$ cat src/gbnp_pkg.sv
// Shared constants, codes and types of the grid bucket nearest-point block.
package gbnp_pkg;

  localparam int GRID_MAX_DEF     = 64;
  localparam int BUCKET_DEPTH_DEF = 8;

  localparam int COORD_W    = 16;
  localparam int SCALE_W    = 16;
  localparam int ID_W       = 16;
  localparam int KIND_W     = 2;
  localparam int OP_W       = 2;
  localparam int STAT_W     = 2;
  localparam int DIST_W     = 33;
  localparam int SQ_W       = 2 * COORD_W;
  localparam int PROD_W     = COORD_W + SCALE_W;
  localparam int CELL_SHIFT = 20;
  localparam int CELL_W     = PROD_W - CELL_SHIFT;
  localparam int GRID_REG_W = 7;
  localparam int CFG_IDX_W  = 2;
  localparam int CFG_DATA_W = 16;

  localparam logic [OP_W-1:0] OP_CLEAR  = 2'd0;
  localparam logic [OP_W-1:0] OP_INSERT = 2'd1;
  localparam logic [OP_W-1:0] OP_FIND   = 2'd2;

  localparam logic [STAT_W-1:0] STAT_DONE    = 2'd0;
  localparam logic [STAT_W-1:0] STAT_OUTSIDE = 2'd1;
  localparam logic [STAT_W-1:0] STAT_FULL    = 2'd2;

  localparam logic [CFG_IDX_W-1:0] CFG_SCALE = 2'd0;
  localparam logic [CFG_IDX_W-1:0] CFG_COLS  = 2'd1;
  localparam logic [CFG_IDX_W-1:0] CFG_ROWS  = 2'd2;

  localparam logic [SCALE_W-1:0]    SCALE_RST = 16'd2048;
  localparam logic [GRID_REG_W-1:0] COLS_RST  = 7'd8;
  localparam logic [GRID_REG_W-1:0] ROWS_RST  = 7'd8;

  typedef struct packed {
    logic [COORD_W-1:0] px;
    logic [COORD_W-1:0] py;
    logic [ID_W-1:0]    id;
    logic [KIND_W-1:0]  kind;
  } entry_t;

  typedef struct packed {
    logic              found;
    logic [DIST_W-1:0] dsq;
    entry_t            ent;
  } best_t;

endpackage

$ cat src/gbnp_mod_unit.sv
// Shared iterative remainder unit: cell index modulo the grid size, one bit per cycle.
module gbnp_mod_unit #(
  parameter int GRID_MAX = gbnp_pkg::GRID_MAX_DEF
) (
  input  logic                          clk,
  input  logic                          rst_n,
  input  logic                          start,
  input  logic [gbnp_pkg::CELL_W-1:0]   dividend,
  input  logic [$clog2(GRID_MAX+1)-1:0] divisor,
  output logic                          done,
  output logic [$clog2(GRID_MAX+1)-1:0] rem
);

  localparam int CW   = $clog2(GRID_MAX + 1);
  localparam int CNTW = $clog2(gbnp_pkg::CELL_W + 1);

  logic [CW-1:0]               rem_r, rem_nxt;
  logic [CW-1:0]               div_r;
  logic [gbnp_pkg::CELL_W-1:0] quo_r;
  logic [CNTW-1:0]             cnt_r;
  logic                        busy_r;
  logic                        done_r;
  logic [CW:0]                 trial;

  always_comb begin
    trial = {rem_r, quo_r[gbnp_pkg::CELL_W-1]};
    if (trial >= {1'b0, div_r}) begin
      rem_nxt = CW'(trial - {1'b0, div_r});
    end else begin
      rem_nxt = CW'(trial);
    end
  end

  always_ff @(posedge clk) begin
    if (!rst_n) begin
      busy_r <= 1'b0;
      done_r <= 1'b0;
      cnt_r  <= '0;
    end else begin
      done_r <= 1'b0;
      if (start) begin
        busy_r <= 1'b1;
        cnt_r  <= CNTW'(gbnp_pkg::CELL_W);
      end else if (busy_r) begin
        cnt_r <= cnt_r - CNTW'(1);
        if (cnt_r == CNTW'(1)) begin
          busy_r <= 1'b0;
          done_r <= 1'b1;
        end
      end
    end
  end

  always_ff @(posedge clk) begin
    if (start) begin
      rem_r <= '0;
      quo_r <= dividend;
      div_r <= divisor;
    end else if (busy_r) begin
      rem_r <= rem_nxt;
      quo_r <= {quo_r[gbnp_pkg::CELL_W-2:0], 1'b0};
    end
  end

  assign done = done_r;
  assign rem  = rem_r;

endmodule

$ cat config.mk
export PLATFORM = sky130hd
export DESIGN_NAME = gbnp_mod_unit
export DESIGN_NICKNAME = d
export VERILOG_FILES = /design/src/gbnp_pkg.sv /design/src/gbnp_mod_unit.sv
export SDC_FILE = /design/constraint.sdc
export NUM_CORES = 1
export LEC_CHECK = 0
export ABC_AREA = 1
export BUFFER_PORTS_ARGS = -buffer_cell sky130_fd_sc_hd__buf_2
export CAP_MARGIN = 10
export CORE_MARGIN = 3
export CORE_UTILIZATION = 45
export CTS_BUF_LIST = sky130_fd_sc_hd__clkbuf_16
export DETAILED_ROUTE_END_ITERATION = 16
export PLACE_DENSITY_LB_ADDON = 0.2
export REMOVE_ABC_BUFFERS = 1
export SLEW_MARGIN = 0
export SYNTH_ARGS = -nofsm -noshare
export SYNTH_HDL_FRONTEND = slang
export SYNTH_SLANG_ARGS = --single-unit
$ cat constraint.sdc
create_clock -name clk -period 2.03 [get_ports clk]
set_clock_uncertainty 0.05 [all_clocks]
set_input_delay 0.1015 -clock clk [delete_from_list [all_inputs] [get_ports clk]]
set_output_delay 0.1015 -clock clk [all_outputs]
set_load 0.02 [all_outputs]
; ---- Word-level counts from Yosys, hierarchy flattened
; Index checks and enable logic that the tools add are counted.
[word_totals]
register_bits = 32
out_inout_bits = 8
wordCells = 25
[op_classes]
addsub = 2
order_cmp = 1
n_eq_ne = 1
mux = 9
bitwise = 2
n_reduce_logical = 3
[op_table]
columns = op, n
row1 = two-way mux 12 bit, 2
row2 = >= comparator 8 x 7 -> 1 bit, 1
row3 = two-way mux 4 bit, 2
row4 = two-way mux 7 bit, 1
row5 = subtractor 7 bit, 1
row6 = equality test 4 x 1 -> 1 bit (second input constant), 1
row7 = two-way mux 1 bit, 4
row8 = subtractor 4 x 1 -> 4 bit (second input constant), 1
row9 = OR reduction 3 bit, 1
row10 = inverter 1 bit, 2
row11 = nonzero test 2 bit, 1
row12 = OR reduction 2 bit, 1

; ---- Logic depth before layout (Yosys ltp)
[logic_depth]
word_depth = 4
mapped_depth = 14
mapped_depth_nobuf = 14

; ---- Least setup slack after synthesis
; No wires, ideal clock.
[synth_timing]
kind = reg-to-reg
from = register quo_r[11] in the netlist's numbering
to = register rem_r[5], in the netlist rem[5]
t_arrival_ns = 1.578
path_slack_ns = 0.290
stages_incl_launch_ff = 15
n_path_buf = 0
cell_sequence = edfxtp_1 -> inv_1 -> ha_1 -> inv_1 -> fa_1 -> nand2_1 -> nand2_1 -> nand2_2 -> nand2_2 -> nand2_4 -> nand3_1 -> nand2_1 -> inv_1 -> nand2_1 -> nand2_1
[synth_via]
elab_chain_cells = 2
word_cells_on_any_way = 3
[synth_rtl]
columns = element, line_no
row1 = from (decl), gbnp_mod_unit.sv:19  ; logic [gbnp_pkg::CELL_W-1:0] quo_r;
row2 = from (signal assigned), gbnp_mod_unit.sv:57  ; quo_r <= dividend;
row3 = from (signal assigned), gbnp_mod_unit.sv:61  ; quo_r <= {quo_r[gbnp_pkg::CELL_W-2:0], 1'b0};
row4 = subtractor 7 bit / >= comparator 8 x 7 -> 1 bit (equally long branches), "gbnp_mod_unit.sv:28, gbnp_mod_unit.sv:27"
row5 = two-way mux 7 bit *, gbnp_mod_unit.sv:27  ; if (trial >= {1'b0, div_r}) begin
row6 = to (signal assigned), gbnp_mod_unit.sv:60  ; rem_r <= rem_nxt;
row7 = to (decl), gbnp_mod_unit.sv:17  ; logic [CW-1:0] rem_r, rem_nxt;
; Every way passes the cells marked *; elsewhere a longest branch is shown, timed or not.
; A chain may end at the register's enable or synchronous reset.

; ---- Worst setup path after layout
[layout_timing]
from = register quo_r[11] in the netlist's numbering
to = register rem_r[2], in the netlist rem[2]
; Same word-level chain as after synthesis.

==> impl_metrics.py <==
metrics = {
    "grt": {
        "grt_usage": 0.163,
        "antenna_found_initial": 0,
        "grt_pass1_wl_um": 5430,
        "grt_max_degree": 23,
        "grt_pass1_vias": 1243,
        "grt.overflow.total": 0,
    },
    "power_and_ir_drop": {
        "p_leak_nw": 1.10,
        "vdd_drop_max_mv": 0.668,
        "power_density_mw_per_mm2": 827,
    },
    "route": {
        "wl_um": 3110,
        "drc_errors": 0,
        "vias": 1378,
        "dr.pass1.iters": 4,
        "first_iter_violations": 55,
        "wl_per_cell_um": 10.7,
        "avgViaCountPerCell": 4.72,
        "ant_nets": 0,
    },
    "critical_path": {
        "required_ns": 2.17,
        "worstPathMaxFanout": 9,
        "criticalPathCategory": "flop to flop",
        "startpoint_type": "flop",
        "crit_arrival_ns": 1.96,
        "worstSetupEndpointType": "flop",
    },
    "placed_design": {
        "pre_cts_ws_ns": 0.177,
        "placedCellCount": 277,
        "port-buffer-count": 29,
        "place_area_sq_mm": 0.00190,
        "gp_congestion": 0.816,
        "dp_hpwl_um": 2290,
    },
    "floorplan": {
        "core_area_sq_mm": 0.00349,
        "ios": 30,
        "die-area_sq_mm": 0.00457,
        "die_w_um": 67.6,
        "initial_core_util": 0.488,
        "fp.dieH_um": 67.6,
        "fp-row-count": 21,
    },
    "cts": {
        "cts-root-buf": "clkbuf_16",
        "cts_tree": "done",
        "path_clk_slew_ns": 0.05,
        "cts_setup_buffers": 0,
        "cts_inserted_buffers": 5,
        "cts.sinks": 32,
        "cts_buffer_depth": 2,
        "htree_levels": 2,
        "clk_latency_ns": 0.27,
    },
    "cells_and_area": {
        "n_fill_cell": 326,
        "final_nets": 277,
        "diodes": 0,
        "final_area_sq_mm": 0.00211,
        "fin_cells": 292,
        "drive_above_1_share": 0.179,
        "area_growth_pct": 23.8,
    },
    "timing": {
        "finalSetupViolCount": 0,
        "slew_headroom": 0.614,
        "worst_slack_ns": 0.210,
        "finalSetupTns_ns": 0,
        "rsz0062_at_grt": "false",
        "finalHoldViolations": 0,
        "period_minus_slack_ns": 1.82,
        "drv_slew": 0,
        "worst_pin_slew_ns": 0.578,
        "clock.fmax_mhz": 550,
        "finalCritPeriodShare": 0.896,
    },
    "logic_synthesis": {
        "syn_inst": 204,
        "ys_seq_elements": 32,
        "ys_warn_count": 0,
        "avgSynthCellArea_sq_um": 8.37,
        "ys_seq_area_frac": 0.487,
        "synth_cell_type_count": 29,
        "syn-cell-area_sq_mm": 0.00171,
    },
    "job": {
        "cap_violations": 0,
    },
    "status": {
        "status": "completed",
    },
    "worst_hold_path": {
        "hp-class": "input port to flop",
    },
}
[routing by layer]
| layer | up-vias | share of wire | track usage | wire length [um] |
|---|---|---|---|---|
| met3 | 7 | 0.054 | 0.0449 | 169 |
| met1 | 612 | 0.49 | 0.211 | 1510 |
| met4 | 0 | 0.020 | 0.0785 | 63 |
| li1 | 730 | - | - | - |
| met5 | - | 0 | 0 | 0 |
| met2 | 29 | 0.44 | 0.249 | 1360 |
[cell families (layout without fill, tap and decap cells)]
| family | after synthesis | count (layout) | share of synthesized area |
|---|---|---|---|
| AO/OA/AOI/OAI | 13 | 13 | 0.0491 |
| XOR/XNOR | 2 | 2 | 0.0103 |
| adder cells (fa/ha/maj) | 10 | 10 | 0.0777 |
| buffers and inverters | 37 | 79 | 0.0828 |
| flip-flops | 32 | 32 | 0.487 |
| AND/OR/NAND/NOR | 110 | 110 | 0.293 |
[worst paths after layout]
check                    from  endpoint  slack, ns  cells after the start
setup / recovery    quo_r[11]    rem[2]       0.21                     13
hold / removal    dividend[0]  quo_r[0]       0.04                      3
hold reg to reg        rem[5]    rem[5]       0.45                      2
setup reg to reg    quo_r[11]    rem[2]       0.21                     13
[what timing repair did]
| item | in CTS | in global routing |
|---|---|---|
| endpoints found under the setup margin | 0 | 2 |
| endpoints found under the hold margin | 7 | 0 |
| hold buffers | 7 | 0 |
| gates resized for setup | 0 | 1 |
[cell usage after synthesis]
library cell	number	area, sq um
nand2_1	70	263
inv_1	34	128
o21ai_1	4	20.0
or2_4	1	8.76
nand2_2	2	12.5
nand4_1	2	12.5
buf_2	1	5.00
dfxtp_1	13	260
nor2_1	8	30.0
nor2_8	1	20.0
xor2_1	1	8.76
nand3b_1	2	15.0
o21ai_0	1	5.00
or2_1	1	6.26
edfxtp_1	19	571
clkbuf_1	1	3.75
a211oi_1	1	7.51
a21oi_4	1	16.3
nor3_2	1	10.0
clkbuf_2	1	5.00
xnor2_1	1	8.76
nor3_1	1	5.00
nand2_4	2	22.5
o21a_1	1	7.51
ha_1	9	113
nand3_1	19	95.1
o211ai_1	1	7.51
fa_1	1	20.0
a21oi_1	4	20.0
[through the flow]
stage	total power [mW]	hold WS (ns)	util
final	1.75	0.0379	0.604
after CTS	1.76	0.0345	0.604
after global placement	1.07	0.229	0.545
after floorplan	0.985	0.150	-
after global routing	1.85	0.0457	0.604
after detailed placement	1.07	0.230	0.545
[critical path: stages (launching register included)]
cell      delay [ns]
edfxtp_1        0.35
inv_1           0.08
ha_1            0.13
inv_1           0.07
fa_2            0.35
nand2_1         0.07
nand2_1         0.08
nand2_2         0.08
nand2_2         0.06
nand2_4         0.11
nand2_4         0.08
nand2_1         0.07
nand3_1         0.06
o21ai_1         0.10
[report_power, final]
| part | internal (mW) | switching [mW] | leakage, nW |
|---|---|---|---|
| logic | 0.119 | 0.175 | 0.728 |
| registers | 0.748 | 0.0242 | 0.298 |
| clock network | 0.439 | 0.242 | 0.0738 |
| total | 1.31 | 0.441 | 1.10 |
[state kept, by name, indices dropped and copies added (netlist names)]
name and flops:
busy_r 1, cnt_r 4, div_r 7, done 1
quo_r 12, rem 7
[cell type report]
| class | count | area [sq um] | area share |
|---|---|---|---|
| Timing Repair Buffer | 37 | 223 | 0.105 |
| Tap cell | 46 | 57.6 | 0.0273 |
| Sequential cell | 32 | 831 | 0.393 |
| Clock inverter | 3 | 11.3 | 0.00533 |
| Clock buffer | 5 | 125 | 0.0592 |
| Multi-Input combinational cell | 135 | 737 | 0.349 |
| Inverter | 34 | 128 | 0.0604 |
[layout by cell type, fill, tap and decap left out, drive strengths merged, types with 5 or more instances in the layout]
cell         instances
a21oi                5
buf                 30
clkbuf               5
dfxtp               13
dlygate4sd3          7
edfxtp              19
ha                   9
inv                 36
nand2               74
nand3               19
nor2                 9
o21ai                5
No activity file was read; power rests on OpenSTA's default activity.
