===== config.mk =====
export PLATFORM = sky130hd
export DESIGN_NAME = gbnp_dist
export DESIGN_NICKNAME = d
export VERILOG_FILES = /design/src/gbnp_pkg.sv /design/src/gbnp_dist.sv
export SDC_FILE = /design/constraint.sdc
export NUM_CORES = 1
export LEC_CHECK = 0
export BUFFER_PORTS_ARGS = -buffer_cell sky130_fd_sc_hd__buf_2
export CORE_MARGIN = 5
export CORE_UTILIZATION = 56
export DETAILED_ROUTE_END_ITERATION = 8
export PLACE_DENSITY = 0.81
export SYNTH_ARGS = -nofsm -noshare
export SYNTH_HDL_FRONTEND = slang
export SYNTH_SLANG_ARGS = --single-unit

===== constraint.sdc =====
create_clock -name clk -period 17.2 [get_ports clk]
set_input_delay 0 -clock clk [delete_from_list [all_inputs] [get_ports clk]]
set_output_delay 0 -clock clk [all_outputs]
set_load 0.005 [all_outputs]

===== src/gbnp_pkg.sv =====
// Shared constants, codes and types of the grid bucket nearest-point block.
package gbnp_pkg;

  localparam int GRID_MAX_DEF     = 64;
  localparam int BUCKET_DEPTH_DEF = 8;

  localparam int COORD_W    = 16;
  localparam int SCALE_W    = 16;
  localparam int ID_W       = 16;
  localparam int KIND_W     = 2;
  localparam int OP_W       = 2;
  localparam int STAT_W     = 2;
  localparam int DIST_W     = 33;
  localparam int SQ_W       = 2 * COORD_W;
  localparam int PROD_W     = COORD_W + SCALE_W;
  localparam int CELL_SHIFT = 20;
  localparam int CELL_W     = PROD_W - CELL_SHIFT;
  localparam int GRID_REG_W = 7;
  localparam int CFG_IDX_W  = 2;
  localparam int CFG_DATA_W = 16;

  localparam logic [OP_W-1:0] OP_CLEAR  = 2'd0;
  localparam logic [OP_W-1:0] OP_INSERT = 2'd1;
  localparam logic [OP_W-1:0] OP_FIND   = 2'd2;

  localparam logic [STAT_W-1:0] STAT_DONE    = 2'd0;
  localparam logic [STAT_W-1:0] STAT_OUTSIDE = 2'd1;
  localparam logic [STAT_W-1:0] STAT_FULL    = 2'd2;

  localparam logic [CFG_IDX_W-1:0] CFG_SCALE = 2'd0;
  localparam logic [CFG_IDX_W-1:0] CFG_COLS  = 2'd1;
  localparam logic [CFG_IDX_W-1:0] CFG_ROWS  = 2'd2;

  localparam logic [SCALE_W-1:0]    SCALE_RST = 16'd2048;
  localparam logic [GRID_REG_W-1:0] COLS_RST  = 7'd8;
  localparam logic [GRID_REG_W-1:0] ROWS_RST  = 7'd8;

  typedef struct packed {
    logic [COORD_W-1:0] px;
    logic [COORD_W-1:0] py;
    logic [ID_W-1:0]    id;
    logic [KIND_W-1:0]  kind;
  } entry_t;

  typedef struct packed {
    logic              found;
    logic [DIST_W-1:0] dsq;
    entry_t            ent;
  } best_t;

endpackage


===== src/gbnp_dist.sv =====
// Distance pipeline: squares one stored point per cycle and keeps the running best.
module gbnp_dist (
  input  logic                         clk,
  input  logic                         rst_n,
  input  logic                         clear,
  input  logic                         ent_vld,
  input  gbnp_pkg::entry_t             ent,
  input  logic [gbnp_pkg::COORD_W-1:0] qx,
  input  logic [gbnp_pkg::COORD_W-1:0] qy,
  output logic                         busy,
  output gbnp_pkg::best_t              best
);

  logic [gbnp_pkg::COORD_W-1:0] dxm, dym;
  logic [gbnp_pkg::SQ_W-1:0]    sqx_r, sqy_r;
  gbnp_pkg::entry_t             ent2_r;
  logic                         v2_r;
  logic [gbnp_pkg::DIST_W-1:0]  sum;
  gbnp_pkg::best_t              best_r;

  always_comb begin
    dxm = (qx >= ent.px) ? qx - ent.px : ent.px - qx;
    dym = (qy >= ent.py) ? qy - ent.py : ent.py - qy;
    sum = {1'b0, sqx_r} + {1'b0, sqy_r};
  end

  always_ff @(posedge clk) begin
    sqx_r  <= dxm * dxm;
    sqy_r  <= dym * dym;
    ent2_r <= ent;
  end

  always_ff @(posedge clk) begin
    if (!rst_n) begin
      v2_r   <= 1'b0;
      best_r <= '0;
    end else begin
      v2_r <= ent_vld;
      if (clear) begin
        best_r <= '0;
      end else if (v2_r && (!best_r.found || sum < best_r.dsq)) begin
        // Only a strictly smaller distance replaces, so the first point met wins ties.
        best_r.found <= 1'b1;
        best_r.dsq   <= sum;
        best_r.ent   <= ent2_r;
      end
    end
  end

  assign busy = v2_r;
  assign best = best_r;

endmodule


After elaboration in Yosys (flattened, before gate mapping). Index checks and enable logic that the tools add are counted.

Multiplexer cells: 2. Magnitude comparators: 3. $add $sub $neg: 5. $mul: 2. Bitwise gates (word level): 1. Reductions and logical operators: 4.

Operator list (number): 16-bit by 16-bit multiplier with 32-bit output (2); 16-bit subtractor (4); 32-bit by 32-bit adder with 33-bit output (1); 33-bit < comparator (1); 16-bit greater-or-equal comparator (2); 16-bit two-way mux (2); 2-bit OR reduction (1); 1-bit logical AND (1); 1-bit zero test (1); 1-bit logical OR (1); 1-bit NOT (1).

Register bits: 199. Logic and storage cells: 30. Output and inout port bits: 85.

Logic depth before layout (Yosys ltp). Gate-level depths: netlist of run 1.

Word-level depth: 4. Depth in mapped cells: 38.

Worst setup path after synthesis of run 1. Ideal clock, no wire load.

Kind: input -> register. Start: in ent[21] in the netlist's numbering. End: reg sqy_r[24] in the netlist's numbering. Setup time: 72 ps. Data required time: 17128 ps. Arrival: 7754 ps. Slack: 9373 ps. Stages on the path: 36. Buffers on the path: 3. Path through: inv_1 -> ha_1 -> buf_6 -> a21o_1 -> or3_1 -> a21oi_2 -> a21boi_4 -> buf_6 -> buf_6 -> a21oi_1 -> xor2_2 -> inv_2 -> nand2_1 -> inv_1 -> fa_1 -> inv_1 -> fa_1 -> inv_1 -> fa_1 -> inv_1 -> fa_1 -> inv_1 -> fa_1 -> inv_1 -> fa_1 -> inv_1 -> ha_1 -> and3_1 -> a221oi_1 -> o21ai_0 -> a41oi_1 -> o21ai_0 -> a21o_1 -> a221o_1 -> a21oi_1 -> xnor2_1.

Longest elaborated chain between the ends: 3.

RTL lines: start, declared (line gbnp_dist.sv:7) `input gbnp_pkg::entry_t ent,`; 16-bit subtractor or 16-bit greater-or-equal comparator (tied branches) (line gbnp_dist.sv:23) `dym = (qy >= ent.py) ? qy - ent.py : ent.py - qy;`; 16-bit two-way mux * (line gbnp_dist.sv:23); 16-bit by 16-bit multiplier with 32-bit output * (line gbnp_dist.sv:29) `sqy_r <= dym * dym;`; end signal, assigned (line gbnp_dist.sv:29); end, declared (line gbnp_dist.sv:15) `logic [gbnp_pkg::SQ_W-1:0] sqx_r, sqy_r;`.

Every way passes the cells marked *; elsewhere a longest branch is shown, timed or not. A chain may end at the register's enable or synchronous reset.

Worst setup path after layout of run 1.
Start: in ent[34] in the netlist's numbering. End: reg sqx_r[28] in the netlist's numbering.

Longest elaborated chain between the ends: 3.

RTL lines: 16-bit subtractor or 16-bit greater-or-equal comparator (tied branches) (line gbnp_dist.sv:22) `dxm = (qx >= ent.px) ? qx - ent.px : ent.px - qx;`; 16-bit two-way mux * (line gbnp_dist.sv:22); 16-bit by 16-bit multiplier with 32-bit output * (line gbnp_dist.sv:28) `sqx_r <= dxm * dxm;`; end signal, assigned (line gbnp_dist.sv:28); end, declared (line gbnp_dist.sv:15).

Marked as above.

==> flow_summary.toml, run 1 <==
[timing]
maxSlewViolCount = 0
clock.fmax_mhz = 102.3
tightestPinTransition_ps = 1256
finalSetupViolCount = 0
fin_skew_ps = 17.85
slew_headroom = 0.1569
period_needed_ps = 9780
timing.final.crit_share = 0.5686
totalNegativeSetupSlack_ps = 0
finalWorstSetupSlack_ps = 7420
hold_viol = 0
rsz0062_at_grt = "no"

[clock_network]
post_cts_buffers = 0
cts_tree = "built"
cts_buffers = 17
clk_path_buf_depth = 2
clkTransAtPathRegs_ps = 80
clk_latency_ps = 460
cts.sinks = 197
cts_root_buf = "clkbuf_16"
ctsHtreeMaxLevel = 4
cts_resized = 0

[synthesis]
synth.avg_cell_area_um2 = 9.053
synth_compound_area_frac = 0.1046
synthCells = 2698
ys_ff_latch = 197
synth.distinct_cells = 81
synth_edf_count = 0
synth-warning-count = 0
synth_area_um2 = 24430
synth_flop_cell = "dfxtp_1"
async_reset_ff_frac = 0
synth_fa_ha_area_frac = 0.4344
synth_seq_area_share = 0.1615
synth_xor_area_frac = 0.04984
synth.mux.area_fraction = 0.03990
synth.net_count = 3434
yosys.area_share.simple = 0.1046
synth_top_family_by_area = "adder cells"

[floorplan]
placementRows = 76
die_w_um = 218.9
initial_utilization = 0.5670
ioPinCount = 171
core_um2 = 43080
die_area_um2 = 47900
die_h_um = 218.9

[detailed_routing]
drc = 0
drt_wl_total_mm = 59.31
ant_nets = 0
drt_iter0_drc = 1090
vias = 18910
drtPass1Iterations = 5
viasPerCell = 5.432
wl_per_cell_um = 17.03

[hold_path]
worst_hold_startpoint = "clear"
hold_end = "best[73]"
holdPathStages = 4
hold_class = "in2reg"

[setup_path]
worst-path-max-fanout = 23
r2r-start = "sqx_r[3]"
rr_worst_depth = 19
cpPeakStageDelay_ps = 960
r2r-end = "best[36]"
startpoint_type = "primary input"
cp.arrival_ps = 10120
cp_slowest_cell = "xnor2_1"
cp_data_required_time_ps = 17540
worstSetupPathType = "in2reg"
rrSetupSlack_ps = 11020
critPathMostFrequentCell = "fa_1"
worst_setup_path_end_kind = "flip-flop"

[final_layout]
seqCellArea_um2 = 3944
multi_input_area_um2 = 17930
drive_gt1_frac = 0.09700
insertedDiodeCount = 0
fin_util = 0.6252
n_fill_cell = 3490
nets = 3620
syn2layout_area_growth_pct = 10.25

[grt]
grt_pass1_vias = 20320
grt.overflow.total = 0
grt_start_max_net_pins = 85
grt_first_pass_wirelength_mm = 99.27
track_usage = 0.2546
antenna_found_initial = 0

[placed_design]
io_buffers = 170
routabilityCongestion = 0.9781
place_hpwl_mm = 48.57
pre_cts_slack_ps = 7673

[status]
status = "complete, no violations"

[run]
cap_violations = 0
## stage by stage
stage	hold WS (ps)	std cells	area [µm²]
4_1_cts	13.75	3482	26930
6_report	42.47	3482	26930
2_1_floorplan	27.72	2698	24430
3_3_place_gp	103.7	3398	25800
3_5_place_dp	103.9	3398	25800
5_1_grt	38.76	3482	26930
## placed cells by master (no fill, tap or decap), types with 10 or more instances in the layout
master	count
a211oi_1	13
a21o_1	80
a21oi_1	113
and2_1	16
buf_2	170
buf_4	19
clkbuf_16	17
dfxtp_1	197
dlygate4sd3_1	52
fa_1	330
ha_1	320
inv_1	572
inv_2	10
mux2i_1	89
nand2_1	177
nand2b_1	24
nand3_1	27
nand4_1	17
nor2_1	256
nor2b_1	21
nor3_1	17
o21a_1	20
o21ai_0	58
xnor2_1	69
xor2_1	42
## Yosys cell counts, types with 10 or more instances
cell type / count / area share
inv_2: 10 / 0.0015
nor2b_1: 21 / 0.0054
and2_1: 16 / 0.0041
clkbuf_1: 32 / 0.0049
buf_2: 31 / 0.0064
a211oi_1: 13 / 0.0040
xor2_1: 42 / 0.015
nand2_1: 177 / 0.027
o21a_1: 20 / 0.0061
inv_1: 572 / 0.088
fa_1: 330 / 0.27
nand4_1: 17 / 0.0044
a21oi_1: 114 / 0.023
a21o_1: 80 / 0.025
nor3_1: 17 / 0.0035
nand2b_1: 25 / 0.0064
mux2i_1: 89 / 0.036
o21ai_0: 58 / 0.012
dfxtp_1: 197 / 0.16
xnor2_1: 69 / 0.025
nor2_1: 256 / 0.039
ha_1: 320 / 0.16
nand3_1: 27 / 0.0055
## worst max-delay path by stage
stage | slack, ps | startpoint | to | cells after the start
detailed placement | 7670 | ent[34] | sqx_r[28] | 30
finish | 7420 | ent[34] | sqx_r[28] | 31
global placement | 7940 | ent[34] | sqx_r[31] | 33
floorplan | 9370 | ent[21] | sqy_r[24] | 36
global route | 6850 | ent[34] | sqx_r[28] | 31
CTS | 7550 | ent[34] | sqx_r[28] | 31
## registers in the layout, indices dropped and copies added, names as in the netlist
register / count
best: 84
ent2_r: 50
sqx_r: 31
sqy_r: 31
busy: 1
## final cells by class
class	count	area share
timing repair buffer	241	0.05622
sequential	197	0.1464
clock inverter	12	0.006179
clock buffer	20	0.01659
multi-input combinational	1842	0.6658
tap	585	0.02718
inverter	585	0.08154
## worst max-delay path, delay by kind of cell
kind | cells | cell delay, ps
and+or+nand+nor | 4 | 740
xor gates and xnor gates | 2 | 1110
adders and majority gates | 9 | 3970
muxes | 1 | 430
buffers and inverters | 5 | 840
AOI/OAI and AO/OA | 10 | 3000
## routing by layer
layer / share of wire / GRT usage / vias to the layer above
li1: - / - / 8858
met1: 0.42 / 0.3239 / 9297
met2: 0.48 / 0.4373 / 628
met3: 0.067 / 0.04511 / 131
met4: 0.036 / 0.09211 / 0
met5: 0 / 0 / -
## logic make-up (layout without fill, tap and decap cells)
logic type                 count (synthesis)  after routing
xor gates and xnor gates                 125            125
buffers and inverters                    659            858
DFF                                      197            197
adders and majority gates                650            650
muxes                                     96             96
AOI/OAI and AO/OA                        384            384
and+or+nand+nor                          587            587
## timing repair
| action | in CTS | in global routing |
|---|---|---|
| hold buffers | 52 | 0 |
| hold endpoints to repair | 51 | 0 |
| endpoints found under the setup margin | 0 | 0 |
Power of run 1 is not shown: default switching activity piles up to over one toggle a cycle in this logic, so the estimate is an artifact.
==> inputs of run 2 (changes only) <==
ABC_AREA = 1   (was unset)
clock period = 9.9 ns   (was 17.2 ns; I/O delays follow)
==> run 2 against run 1 <==
Design area is 7.2% higher. Clock skew fell by 2.3 ps. Clock-buffer cell count shrank 3.
==> flow_summary.toml, run 2 <==
[synthesis]
ys_ff_latch = 197
synth_seq_area_share = 0.1494
synth.avg_cell_area_um2 = 7.499
synth-warning-count = 0
async_reset_ff_frac = 0
synth_edf_count = 0
synth.distinct_cells = 44
synthTopCellsByArea = "fa_1, ha_1, dfxtp_1, inv_1, nand2_1"
synth.net_count = 4256
synth_area_um2 = 26400
synthTopCellsByCount = "inv_1, nand2_1, fa_1"
synth_top_area_frac = 0.2503
synth_top_cell_by_area = "fa_1"
synthCells = 3520
synth_flop_cell = "dfxtp_1"
yosysMostFrequentCell = "inv_1"

[floorplan]
die_h_um = 227.1
die_w_um = 227.1
initial_utilization = 0.5670
die_area_um2 = 51580
core_um2 = 46560
placementRows = 79
ioPinCount = 171

[timing]
clock.fmax_mhz = 127.8
totalNegativeSetupSlack_ps = 0
hold_viol = 0
tightestPinTransition_ps = 859.3
finalSetupViolCount = 0
timing.final.crit_share = 0.7905
fin_skew_ps = 15.53
period_needed_ps = 7826
rsz0062_at_grt = "no"
maxSlewViolCount = 0
slew_headroom = 0.4271

[setup_path]
worstSetupPathType = "in2reg"
r2r-end = "best[34]"
cp_data_required_time_ps = 10260
cpPeakStageDelay_ps = 670
r2r-start = "sqy_r[14]"
critPathMostFrequentCell = "nand2_1"
rr_worst_depth = 21
worst_setup_path_end_kind = "flip-flop"
cp.arrival_ps = 8180
rrSetupSlack_ps = 5320
cp_slowest_cell = "ha_1"
startpoint_type = "primary input"
worst-path-max-fanout = 18

[hold_path]
hold_class = "in2reg"
holdPathStages = 6
hold_end = "best[77]"
worst_hold_startpoint = "rst_n"

[final_layout]
multi_input_area_um2 = 19080
mostFrequentLayoutCells = "inv_1, nand2_1, fa_1"
syn2layout_area_growth_pct = 9.376
nets = 4430
n_fill_cell = 4034
seqCellArea_um2 = 3948
largest_reg_flops = 84
final_common_cell = "inv_1"
drive_gt1_frac = 0.07014

[clock_network]
cts_tree = "built"
cts_root_buf = "clkbuf_16"
post_cts_buffers = 0
clk_path_buf_depth = 2
clkTransAtPathRegs_ps = 90
cts_buffers = 17
cts.sinks = 197
ctsHtreeMaxLevel = 4
cts_resized = 0
clk_latency_ps = 470

[detailed_routing]
vias = 23000
drtPass1Iterations = 6
wl_per_cell_um = 16.03
drt_wl_total_mm = 69.19
drc = 0
drt_iter0_drc = 1732
viasPerCell = 5.330
ant_nets = 0

[grt]
antenna_found_initial = 2
grt_start_max_net_pins = 84
grt.overflow.total = 0
grt_pass1_vias = 23250
grt_first_pass_wirelength_mm = 113.9
track_usage = 0.2717

[run]
cap_violations = 0

[placed_design]
place_hpwl_mm = 56.98
routabilityCongestion = 1.014
io_buffers = 170

[status]
status = "complete, no violations"
-- run 2: cell types whose count changed after synthesis, sizes merged, moves of 72 or more --
cell	delta
mux2i	-91
a21oi	+140
nand3	+135
inv	+210
nand2	+576
a21o	-72
-- run 2: worst max path at each step --
stage,endpoint,depth (start not counted),startpoint
floorplan,sqx_r[27],36,qx[0]
global placement,sqx_r[27],31,ent[34]
detailed placement,sqx_r[27],31,ent[34]
CTS,sqx_r[27],32,ent[34]
global route,sqx_r[27],32,ent[34]
finish,sqx_r[27],32,ent[34]
-- run 2: logic make-up (layout without fill, tap and decap cells) --
kind of cell    count (synthesis)  count (layout)  share of synthesized area
xor+xnor                      124             124                    0.04171
simple gates                 1281            1281                     0.1984
other cells                     0               1                          0
fa+ha+maj                     650             650                     0.4020
buf+inv                       875            1062                     0.1282
flops                         197             197                     0.1494
compound gates                393             393                    0.08034
-- run 2: what timing repair did --
action                                 4_1_cts  5_1_grt
endpoints found under the hold margin       64        0
setup endpoints to repair                    0        0
hold buffers                                53        0
-- run 2: through the flow --
step / hold WS [ps] / cell area, µm² / util / worst slack, ps / instances
after global placement: 102.6 / 27680 / 0.5946 / 2460 / 4229
after global routing: 87.31 / 28870 / 0.6201 / 1673 / 4315
after detailed placement: 103.6 / 27680 / 0.5946 / 2335 / 4229
after CTS: 48.19 / 28870 / 0.6201 / 2276 / 4314
final: 75.16 / 28870 / 0.6201 / 2074 / 4315
after floorplan: 27.72 / 26400 / - / 3554 / 3520
-- run 2: worst max-delay path: cells and delay by family --
family                   cells  cell delay (ps)
buffers and inverters        9             1530
AO/OA/AOI/OAI                2              660
AND/OR/NAND/NOR             13             1820
adder cells (fa/ha/maj)      8             4130
-- run 2: cell type report --
| cell class | instances | share of cell area |
|---|---|---|
| Antenna cell | 1 | 0.00008667 |
| Timing Repair Buffer | 228 | 0.04914 |
| Tap cell | 607 | 0.02631 |
| Sequential cell | 197 | 0.1367 |
| Multi-Input combinational cell | 2448 | 0.6608 |
| Clock inverter | 15 | 0.007931 |
| Clock buffer | 17 | 0.01473 |
| Inverter | 802 | 0.1043 |
-- run 2: per-layer routing --
layer	vias to the layer above	GRT usage	part of all wire
met5	-	0	0.00019
met4	2	0.07948	0.029
met3	142	0.05055	0.083
met2	919	0.4518	0.46
met1	10850	0.3655	0.42
li1	11090	-	-
Power of run 2 is left out for the same reason.
